--- src/rtl/sss_pkg.sv ---
// Package with shared widths, constants and register codes for the servo ramp.
`timescale 1ns / 1ps
package sss_pkg;

	// Field widths of the item channels and registers
	localparam int ANGLE_W   = 12;
	localparam int PULSE_W   = 12;
	localparam int STEP_W    = 8;
	localparam int TGT_IN_W  = 14;
	localparam int APB_AW    = 4;
	localparam int APB_DW    = 32;

	// Angle and pulse constants, in whole degrees and microseconds
	localparam int DEG_MAX_TARGET = 120;
	localparam int DEG_FULL_SCALE = 180;
	localparam int DEG_RESET      = 90;
	localparam int PULSE_BASE_US  = 500;
	localparam int PULSE_SPAN_US  = 2000;

	// Register reset values
	localparam logic [STEP_W-1:0]  STEP_RST        = 8'd16;
	localparam logic [ANGLE_W-1:0] SWING_LEFT_RST  = 12'd960;
	localparam logic [ANGLE_W-1:0] SWING_RIGHT_RST = 12'd1920;

	// Register indexes (word address paddr[3:2])
	localparam logic [1:0] REG_STEP        = 2'd0;
	localparam logic [1:0] REG_SWING_LEFT  = 2'd1;
	localparam logic [1:0] REG_SWING_RIGHT = 2'd2;
	localparam logic [1:0] REG_SWING_MODE  = 2'd3;

	// Request codes
	localparam logic REQ_TICK   = 1'b0;
	localparam logic REQ_TARGET = 1'b1;

endpackage

--- src/rtl/sss_if.sv ---
// Valid/ready channel interfaces for request items and result items.
`timescale 1ns / 1ps
interface sss_req_if import sss_pkg::*; ();
	logic                       valid;
	logic                       ready;
	logic                       req_type;
	logic signed [TGT_IN_W-1:0] target_angle_q4;

	modport source (output valid, output req_type, output target_angle_q4, input ready);
	modport sink (input valid, input req_type, input target_angle_q4, output ready);
endinterface

interface sss_res_if import sss_pkg::*; ();
	logic               valid;
	logic               ready;
	logic [ANGLE_W-1:0] angle_q4;
	logic [PULSE_W-1:0] pulse_us;

	modport source (output valid, output angle_q4, output pulse_us, input ready);
	modport sink (input valid, input angle_q4, input pulse_us, output ready);
endinterface

--- src/rtl/servo_slew_and_swing.sv ---
// Servo position ramp with target slewing and a sweep between two limits.
// A tick item's result passes the input register, then the result register.
// Throughput: one item per cycle while results are taken; the result register frees
// the input side as soon as the held result is taken in the same cycle. A set-target
// item gives no result, nor does a tick while no motion is enabled.
// Reset (arst_n low) returns all but the payload registers to reset, angle 90 degrees.
`timescale 1ns / 1ps
module servo_slew_and_swing import sss_pkg::*; #(
	parameter int ANGLE_FRAC_BITS = 4
) (
	input  logic               clk,
	input  logic               arst_n,
	sss_req_if.sink            req,
	sss_res_if.source          res,
	input  logic               psel,
	input  logic               penable,
	input  logic               pwrite,
	input  logic [APB_AW-1:0]  paddr,
	input  logic [APB_DW-1:0]  pwdata,
	output logic [APB_DW-1:0]  prdata,
	output logic               pready
);

	// Scaled angle limits and widths
	localparam int TGT_MAX  = DEG_MAX_TARGET << ANGLE_FRAC_BITS;
	localparam int RST_ANG  = DEG_RESET << ANGLE_FRAC_BITS;
	localparam int FULL     = DEG_FULL_SCALE << ANGLE_FRAC_BITS;
	localparam int TGT_W    = $clog2(TGT_MAX + 1);
	localparam int CUR_W    = (TGT_W > ANGLE_W) ? TGT_W : ANGLE_W;
	localparam int CW       = ((CUR_W > TGT_IN_W) ? CUR_W : TGT_IN_W) + 2;
	// Pulse scaling: floor(a*SPAN/FULL) as a*MUL >> MUL_FRAC
	localparam int MUL_FRAC = 32;
	localparam longint unsigned PULSE_MUL =
		((64'(PULSE_SPAN_US) << MUL_FRAC) + 64'(FULL) - 64'd1) / 64'(FULL);
	localparam int MUL_W    = $clog2(PULSE_MUL + 1);
	localparam int PW       = MUL_FRAC + ANGLE_W + MUL_W;

	// Configuration registers
	logic [STEP_W-1:0]  step_q;
	logic [ANGLE_W-1:0] swing_left_q;
	logic [ANGLE_W-1:0] swing_right_q;
	logic               swing_mode_q;

	// Ramp state
	logic [CUR_W-1:0]   cur_angle_q;
	logic [TGT_W-1:0]   tgt_angle_q;
	logic               motion_en_q;
	logic               sweep_right_q;

	// Input stage
	logic                       valid_s1;
	logic                       req_type_s1;
	logic signed [TGT_IN_W-1:0] tgt_in_s1;

	// Result register
	logic               res_valid_q;
	logic [ANGLE_W-1:0] angle_q;
	logic [PULSE_W-1:0] pulse_q;

	logic               cfg_wr;
	logic               advance;
	logic               emit;
	logic signed [CW-1:0] cur_x, tgt_x, step_x, lim_l_x, lim_r_x, req_x, nxt_x, tgt_clamp_x;
	logic [CUR_W-1:0]   cur_d;
	logic               motion_en_d;
	logic               sweep_right_d;
	logic [ANGLE_W-1:0] ang_res;
	logic [PW-1:0]      prod;
	logic [PULSE_W-1:0] pulse_d;

	// APB write and read
	assign pready = 1'b1;
	assign cfg_wr = psel && penable && pwrite;

	always_comb begin
		prdata = '0;
		case (paddr[3:2])
			REG_STEP:        prdata = APB_DW'(step_q);
			REG_SWING_LEFT:  prdata = APB_DW'(swing_left_q);
			REG_SWING_RIGHT: prdata = APB_DW'(swing_right_q);
			REG_SWING_MODE:  prdata = APB_DW'(swing_mode_q);
			default:         prdata = '0;
		endcase
	end

	always_ff @(posedge clk or negedge arst_n) begin
		if (!arst_n) begin
			step_q        <= STEP_RST;
			swing_left_q  <= SWING_LEFT_RST;
			swing_right_q <= SWING_RIGHT_RST;
			swing_mode_q  <= 1'b0;
		end else if (cfg_wr) begin
			case (paddr[3:2])
				REG_STEP:        step_q        <= pwdata[STEP_W-1:0];
				REG_SWING_LEFT:  swing_left_q  <= pwdata[ANGLE_W-1:0];
				REG_SWING_RIGHT: swing_right_q <= pwdata[ANGLE_W-1:0];
				REG_SWING_MODE:  swing_mode_q  <= pwdata[0];
				default:         ;
			endcase
		end
	end

	// Handshake: the stage advances whenever the result register can take a result
	assign advance   = valid_s1 && (!res_valid_q || res.ready);
	assign req.ready = !valid_s1 || advance;
	assign emit      = advance && (req_type_s1 == REQ_TICK) && motion_en_q;

	// Capture the accepted item
	always_ff @(posedge clk or negedge arst_n) begin
		if (!arst_n) begin
			valid_s1 <= 1'b0;
		end else if (req.ready) begin
			valid_s1 <= req.valid;
		end
	end

	always_ff @(posedge clk) begin
		if (req.valid && req.ready) begin
			req_type_s1 <= req.req_type;
			tgt_in_s1   <= req.target_angle_q4;
		end
	end

	// Clamp a requested target into 0..120 degrees
	always_comb begin
		req_x = CW'(tgt_in_s1);
		if (req_x < 0) begin
			tgt_clamp_x = '0;
		end else if (req_x > CW'(TGT_MAX)) begin
			tgt_clamp_x = CW'(TGT_MAX);
		end else begin
			tgt_clamp_x = req_x;
		end
	end

	// Step the position for an active tick
	always_comb begin
		cur_x         = CW'(cur_angle_q);
		tgt_x         = CW'(tgt_angle_q);
		step_x        = CW'(step_q);
		lim_l_x       = CW'(swing_left_q);
		lim_r_x       = CW'(swing_right_q);
		nxt_x         = cur_x;
		motion_en_d   = motion_en_q;
		sweep_right_d = sweep_right_q;
		if (swing_mode_q) begin
			if (sweep_right_q) begin
				nxt_x = cur_x + step_x;
				if (nxt_x >= lim_r_x) begin
					nxt_x         = lim_r_x;
					sweep_right_d = 1'b0;
				end
			end else begin
				nxt_x = cur_x - step_x;
				if (nxt_x <= lim_l_x) begin
					nxt_x         = lim_l_x;
					sweep_right_d = 1'b1;
				end
			end
		end else begin
			if (cur_x < tgt_x) begin
				nxt_x = cur_x + step_x;
				if (nxt_x > tgt_x) nxt_x = tgt_x;
			end else if (cur_x > tgt_x) begin
				nxt_x = cur_x - step_x;
				if (nxt_x < tgt_x) nxt_x = tgt_x;
			end
			if (nxt_x == tgt_x) motion_en_d = 1'b0;
		end
		cur_d = nxt_x[CUR_W-1:0];
	end

	// Scale the angle into a pulse width
	assign ang_res = cur_d[ANGLE_W-1:0];
	assign prod    = PW'(ang_res) * PW'(PULSE_MUL);
	assign pulse_d = prod[MUL_FRAC +: PULSE_W] + PULSE_W'(PULSE_BASE_US);

	// Update the ramp state
	always_ff @(posedge clk or negedge arst_n) begin
		if (!arst_n) begin
			cur_angle_q   <= CUR_W'(RST_ANG);
			tgt_angle_q   <= TGT_W'(RST_ANG);
			motion_en_q   <= 1'b0;
			sweep_right_q <= 1'b1;
		end else if (advance) begin
			if (req_type_s1 == REQ_TARGET) begin
				tgt_angle_q <= tgt_clamp_x[TGT_W-1:0];
				motion_en_q <= 1'b1;
			end else if (motion_en_q) begin
				cur_angle_q   <= cur_d;
				motion_en_q   <= motion_en_d;
				sweep_right_q <= sweep_right_d;
			end
		end
	end

	// Hold the result until taken
	always_ff @(posedge clk or negedge arst_n) begin
		if (!arst_n) begin
			res_valid_q <= 1'b0;
		end else if (emit) begin
			res_valid_q <= 1'b1;
		end else if (res.ready) begin
			res_valid_q <= 1'b0;
		end
	end

	always_ff @(posedge clk) begin
		if (emit) begin
			angle_q <= ang_res;
			pulse_q <= pulse_d;
		end
	end

	assign res.valid    = res_valid_q;
	assign res.angle_q4 = angle_q;
	assign res.pulse_us = pulse_q;

endmodule

--- src/flat_wrapper.sv ---
// flat-port wrapper written by rule: the top's interface ports become plain ports
module servo_slew_and_swing_flat import sss_pkg::*;
#(
	parameter int ANGLE_FRAC_BITS = 4
)
  (clk, arst_n, psel, penable, pwrite, paddr, pwdata, prdata, pready, req_valid, req_req_type, req_target_angle_q4, req_ready, res_valid, res_angle_q4, res_pulse_us, res_ready);
  sss_req_if req_i ();
  sss_res_if res_i ();
  input  logic clk;
  input  logic arst_n;
  input  logic psel;
  input  logic penable;
  input  logic pwrite;
  input  logic [APB_AW-1:0] paddr;
  input  logic [APB_DW-1:0] pwdata;
  output logic [APB_DW-1:0] prdata;
  output logic pready;
  input wire logic [$bits(req_i.valid)-1:0] req_valid;
  input wire logic [$bits(req_i.req_type)-1:0] req_req_type;
  input wire logic [$bits(req_i.target_angle_q4)-1:0] req_target_angle_q4;
  output wire logic [$bits(req_i.ready)-1:0] req_ready;
  output wire logic [$bits(res_i.valid)-1:0] res_valid;
  output wire logic [$bits(res_i.angle_q4)-1:0] res_angle_q4;
  output wire logic [$bits(res_i.pulse_us)-1:0] res_pulse_us;
  input wire logic [$bits(res_i.ready)-1:0] res_ready;
  assign req_i.valid = req_valid;
  assign req_i.req_type = req_req_type;
  assign req_i.target_angle_q4 = req_target_angle_q4;
  assign req_ready = req_i.ready;
  assign res_valid = res_i.valid;
  assign res_angle_q4 = res_i.angle_q4;
  assign res_pulse_us = res_i.pulse_us;
  assign res_i.ready = res_ready;
  servo_slew_and_swing #(.ANGLE_FRAC_BITS(ANGLE_FRAC_BITS)) u_core (.clk(clk), .arst_n(arst_n), .req(req_i), .res(res_i), .psel(psel), .penable(penable), .pwrite(pwrite), .paddr(paddr), .pwdata(pwdata), .prdata(prdata), .pready(pready));
endmodule
--- config.mk ---
export PLATFORM = sky130hd
export DESIGN_NAME = servo_slew_and_swing_flat
export DESIGN_NICKNAME = d
export VERILOG_FILES = /design/src/rtl/sss_pkg.sv /design/src/rtl/sss_if.sv /design/src/rtl/servo_slew_and_swing.sv /design/src/flat_wrapper.sv
export SDC_FILE = /design/constraint.sdc
export NUM_CORES = 1
export LEC_CHECK = 0
export ABC_CLOCK_PERIOD_IN_PS = 34400
export BUFFER_PORTS_ARGS = -buffer_cell sky130_fd_sc_hd__buf_2
export CORE_ASPECT_RATIO = 1.25
export CORE_MARGIN = 4
export CORE_UTILIZATION = 30
export DETAILED_ROUTE_END_ITERATION = 10
export SLEW_MARGIN = 20
export SYNTH_ARGS = -nofsm -noshare
export SYNTH_HDL_FRONTEND = slang
export SYNTH_SLANG_ARGS = --single-unit
--- constraint.sdc ---
create_clock -name clk -period 34.4 [get_ports clk]
set_input_delay 0 -clock clk [delete_from_list [all_inputs] [get_ports clk]]
set_output_delay 0 -clock clk [all_outputs]
set_load 0.01 [all_outputs]
* Word-level counts from Yosys, hierarchy flattened
Index checks and enable logic that the tools add are counted.
W data, S select, Z words.
** Word-level totals
- Output and inout bits :: 59
- Input bits :: 58
- Memories :: 0
- Memory bits (writable) :: 0
- Word-level logic and storage cells :: 71
- Bits in latches :: 0
- Register bits after elaboration :: 99
- Bits in read-only memories :: 0
** Operators by class
- $add $sub $neg :: 3
- Div/mod/pow operators :: 0
- $lt $le $gt $ge :: 8
- Equal/unequal tests :: 4
- Multiplexer cells :: 21
- Multipliers :: 1
- Reductions and logical operators :: 19
- Shift operators :: 0
- Bitwise logic cells :: 1
** Operator list (number)
- $pmux W32 S4 :: 1
- $mux W16 :: 4
- $mux W12 :: 4
- $mul A12 B31 Y43 const B :: 1
- $mux W11 :: 2
- $eq A16 B12 Y1 :: 1
- $gt A14 B12 Y1 const B :: 1
- $lt A14 B1 Y1 const B :: 1
- $add A12 B8 Y13 :: 1
- $ge A13 B12 Y1 :: 1
- $gt A13 B11 Y1 :: 1
- $le A13 B13 Y1 :: 1
- $lt A13 B12 Y1 :: 1
- $mux W13 :: 1
- $sub A12 B8 Y13 :: 1
- $add A12 B9 Y12 const B :: 1
- $gt A12 B11 Y1 :: 1
- $lt A12 B11 Y1 :: 1
- $reduce_and A2 Y1 :: 5
- $mux W1 :: 9
- $logic_and A1 B1 Y1 :: 6
- $eq A2 B2 Y1 const B :: 2
- $reduce_and A4 Y1 :: 1
- $reduce_and A3 Y1 :: 1
- 6 further kinds :: 8

* Depth between registers and ports, before layout
- Word-level depth :: 11
- Mapped depth :: 52
- Depth with buffers taken out :: 51

* Least setup slack after synthesis
Ideal clock, no wire load.
- Path type :: register -> register
- Start point :: reg u_core.step_q[1]
- End point :: reg u_core.pulse_q[11], in the netlist u_core.res.pulse_us[11] (data pin)
- Data arrival time :: 10.599 ns
- Library setup time :: 0.259 ns
- Required time :: 34.141 ns
- Slack :: 23.543 ns
- Stages on the path, launching flop included :: 49
- Path buffers :: 2
- Clock period less this slack :: 10.857 ns
- Cell sequence :: dfrtp_1 inv_1 ha_1 nor2b_1 o21ai_0 a21boi_0 o21ai_0 a21boi_0 o21ai_0 nand2b_1 a211oi_1 xor2_1 ha_1 o21ai_0 nand2b_1 a2111oi_0 ha_1 clkbuf_1 [13 not listed] inv_1 fa_1 ha_1 clkdlybuf4s50_2 nand3_1 nor2_1 nand3_1 o21ai_0 a311oi_1 o21a_1 a21oi_1 or2_2 a31oi_1 xnor2_1 nand4b_1 nor3b_4 o211ai_2 xnor2_1
** Between the ends
- Word-level cells in the longest chain between the ends :: 9
- Elaborated cells between the ends (all ways) :: 17
- Classes of those cells :: add/sub (3); mul (1); order compare (4); mux (9)
** Ends and longest elaborated chain
- start: declaration :: RTL line servo_slew_and_swing.sv:39 : logic [STEP_W-1:0] step_q;
- start signal: assignment :: RTL line servo_slew_and_swing.sv:94 : REG_STEP: step_q <= pwdata[STEP_W-1:0];
- $sub A12 B8 Y13 :: RTL line servo_slew_and_swing.sv:154, servo_slew_and_swing.sv:165
- $lt A13 B12 Y1 :: RTL line servo_slew_and_swing.sv:166 : if (nxt_x < tgt_x) nxt_x = tgt_x;
- $mux W16 :: RTL line servo_slew_and_swing.sv:166
- $mux W16 :: RTL line servo_slew_and_swing.sv:164 : end else if (cur_x > tgt_x) begin
- $mux W16 :: RTL line servo_slew_and_swing.sv:161 : if (cur_x < tgt_x) begin
- $mux W16 :: RTL line servo_slew_and_swing.sv:146 : if (swing_mode_q) begin
- $mux W12 * :: RTL line servo_slew_and_swing.sv:146
- named net u_core.nxt_x[10] :: RTL line servo_slew_and_swing.sv:63 : logic signed [CW-1:0] cur_x, tgt_x, step_x, lim_l_x, lim_r_x, req_x, nxt_x, tgt_clamp_x;
- $mul A12 B31 Y43 * :: RTL line servo_slew_and_swing.sv:175 : assign prod = PW'(ang_res) * PW'(PULSE_MUL);
- $add A12 B9 Y12 * :: RTL line servo_slew_and_swing.sv:176 : assign pulse_d = prod[MUL_FRAC +: PULSE_W] + PULSE_W'(PULSE_BASE_US);
- named net u_core.pulse_d[11] :: RTL line servo_slew_and_swing.sv:69 : logic [PULSE_W-1:0] pulse_d;
- end signal: assignment :: RTL line servo_slew_and_swing.sv:211 : pulse_q <= pulse_d;
- end: declaration :: RTL line servo_slew_and_swing.sv:58 : logic [PULSE_W-1:0] pulse_q;
The timed path passes the listed nets; every way through them passes the cells marked *. The select of a mux whose other input is x is not followed.
A chain may end at the register's enable or synchronous reset.

* Final worst setup path
Ends and elaborated chain as after synthesis.

==> flow_metrics.py <==
metrics = {
    "run_status": {
        "status": "complete, no violations",
    },
    "min_path": {
        "hp-class": "primary input to flip-flop",
    },
    "worst_setup_path": {
        "cp-end-kind": "flip-flop",
        "cpMaxStageDelayCell": "a311oi_1",
        "slowest_delay_ns": 0.64,
        "crit_required_ns": 34.53,
        "r2r_slack_ns": 21.57,
        "critical_path_class": "flip-flop to flip-flop",
        "worstPathMaxFanout": 19,
        "path_common_cell": "ha_1",
        "cp-start-kind": "flip-flop",
        "worst_ep_arrival_time_ns": 12.95,
    },
    "timing": {
        "period_share_pct": 37.3,
        "hold_viol": 0,
        "final_max_slew_viol_count": 0,
        "min_period_ns": 12.83,
        "slew_headroom_pct": 31.4,
        "fin_tns_setup_ns": 0,
        "rsz0062_at_grt": "no",
        "clock_skew_ns": 0.0110,
        "max_freq_mhz": 78.0,
        "setup_viol_count_final": 0,
        "worst_slew_pin_slew_ns": 1.03,
    },
    "cts": {
        "clk_pin_slew_ns": 0.07,
        "postCtsResizedCells": 0,
        "ctsHtreeMaxLevel": 3,
        "cts.sinks": 99,
        "clockBufferDepth": 2,
        "cts_setup_buffers": 0,
        "insertion_delay_ns": 0.38,
        "cts_root_buf": "clkbuf_16",
        "cts_hold_buffers": 31,
        "cts_buffers": 9,
        "cts_tree": "done",
    },
    "die": {
        "fp.dieW_um": 184,
        "io_pins": 117,
        "core_um2": 38300,
        "rows": 80,
        "start_util_pct": 30.5,
        "die-area_um2": 42200,
        "die_y_um": 229,
    },
    "drt": {
        "wl_um": 31800,
        "drt_iter0_markers": 531,
        "wl_per_cell_um": 17.0,
        "ant_nets": 0,
        "viasPerCell": 5.01,
        "remaining_drc_errors": 0,
        "dr.pass1.iters": 5,
        "vias": 9405,
    },
    "yosys": {
        "synth_top_area_share_pct": 18.3,
        "synth.top_cells.by_count": "ha_1, inv_1, nand2_1",
        "synth_cell_type_count": 90,
        "yosys.cell_count.top_type": "ha_1",
        "synth.avg_cell_area_um2": 9.01,
        "post-synth-top-area-cell": "ha_1",
        "syn_inst": 1296,
        "async_flop_share_pct": 60.6,
        "seq_area_frac_synth_pct": 23.1,
        "synthTopCellsByArea": "ha_1, fa_1, edfxtp_1",
        "synth_edf_count": 39,
        "syn_area_um2": 11700,
        "ys_warn_count": 0,
        "ys.flop_type": "dfrtp_1",
        "synth-seq-cells": 99,
    },
    "global_route": {
        "grt_usage_pct": 15.3,
        "grt_antenna_before_repair": 0,
        "grt_pass1_vias": 9501,
        "grt_pass1_wl_um": 51100,
        "grt_max_degree": 61,
        "grt-ovfl-total": 0,
    },
    "flow_run": {
        "cap_violations": 0,
    },
    "cells_and_area": {
        "area_growth_pct": 11.6,
        "final_layout_size_suffix_gt1_share_pct": 12.0,
        "n_fill_cell": 3954,
        "nets": 1672,
    },
    "place": {
        "portBuffers": 73,
        "hpwl_um": 26400,
        "gp_congestion": 0.920,
    },
}
state kept, by name, summed over array words and instances, names as in the netlist, 8 cells and up:
name,count
u_core.tgt_in_s1,14
u_core.cur_angle_q,12
u_core.res.angle_q4,12
u_core.res.pulse_us,12
u_core.swing_left_q,12
u_core.swing_right_q,12
u_core.tgt_angle_q,11
u_core.step_q,8
area by class of cell:
| class | count | area [um2] | share of cell area (%) |
|---|---|---|---|
| clock inverters | 7 | 75.1 | 0.576 |
| well taps | 492 | 616 | 4.72 |
| flip-flops and latches | 99 | 2700 | 20.7 |
| diodes | 1 | 2.50 | 0.0192 |
| multi-input cells | 992 | 8060 | 61.8 |
| clock buffers | 9 | 225 | 1.73 |
| repair buffers | 115 | 758 | 5.82 |
| inverters | 161 | 604 | 4.64 |
logic make-up (layout without fill, tap and decap cells):
logic type / count (synthesis) / after routing / synth area share [%]
and+or+nand+nor: 342 / 342 / 14.6
AOI/OAI and AO/OA: 311 / 311 / 17.3
adders and majority gates: 236 / 236 / 29.5
buffers and inverters: 224 / 292 / 8.65
DFF: 99 / 99 / 23.1
xor gates and xnor gates: 46 / 46 / 3.45
muxes: 36 / 36 / 3.34
other: 2 / 22 / 0.0643
worst max-delay path: cells and delay by family (launching register included):
family | cells | cell delay (ns)
flip-flops | 1 | 0.52
AO/OA/AOI/OAI | 19 | 4.83
buffers and inverters | 3 | 0.34
XOR/XNOR | 3 | 0.52
AND/OR/NAND/NOR | 10 | 2.71
adder cells (fa/ha/maj) | 9 | 3.67
metrics by stage:
stage               setup slack [ns]  cells  util, %  instance area, um2  hold WS [ns]
finish                         21.57   1876     34.0               13000         0.153
detailed placement             21.64   1828     32.4               12400         0.179
global placement               21.87   1828     32.4               12400         0.179
global route                   20.67   1875     34.0               13000         0.180
floorplan                      23.54   1315        -               11800        -0.296
CTS                            21.58   1875     34.0               13000         0.142
path summary, 6_finish.rpt:
check | start | endpoint | cells past startpoint
setup / recovery | u_core.step_q[1]$_DFFE_PN0P_ | u_core.res.pulse_us[11]$_DFFE_PP_ | 44
hold / removal | paddr[2] | u_core.swing_mode_q$_DFFE_PN0P_ | 4
setup reg to reg | u_core.step_q[1]$_DFFE_PN0P_ | u_core.res.pulse_us[11]$_DFFE_PP_ | 44
hold reg to reg | u_core.tgt_angle_q[8]$_DFFE_PN1P_ | u_core.tgt_angle_q[8]$_DFFE_PN1P_ | 2
max in group asynchronous | arst_n | u_core.tgt_angle_q[1]$_DFFE_PN0P_ | 3
min in group asynchronous | arst_n | u_core.swing_mode_q$_DFFE_PN0P_ | 3
layer usage:
layer | vias to the layer above | share of wire, % | track usage, %
li1 | 4666 | - | -
met1 | 4483 | 43 | 18.9
met2 | 201 | 50 | 26.5
met3 | 55 | 3.6 | 1.99
met4 | 0 | 4.1 | 6.43
met5 | - | 0 | 0
layout by cell type (no fill, tap or decap), types with 39 or more instances in the layout:
cell type and instances:
dfrtp_1 42, nor2_1 80, buf_2 73, ha_1 171, o21ai_0 92, edfxtp_1 39, a21oi_1 89, nand2_1 112
inv_1 160, fa_1 65
Power is left out: the tool's default activity adds up to more than one toggle a clock period on the data nets, which glitch-free logic cannot reach.
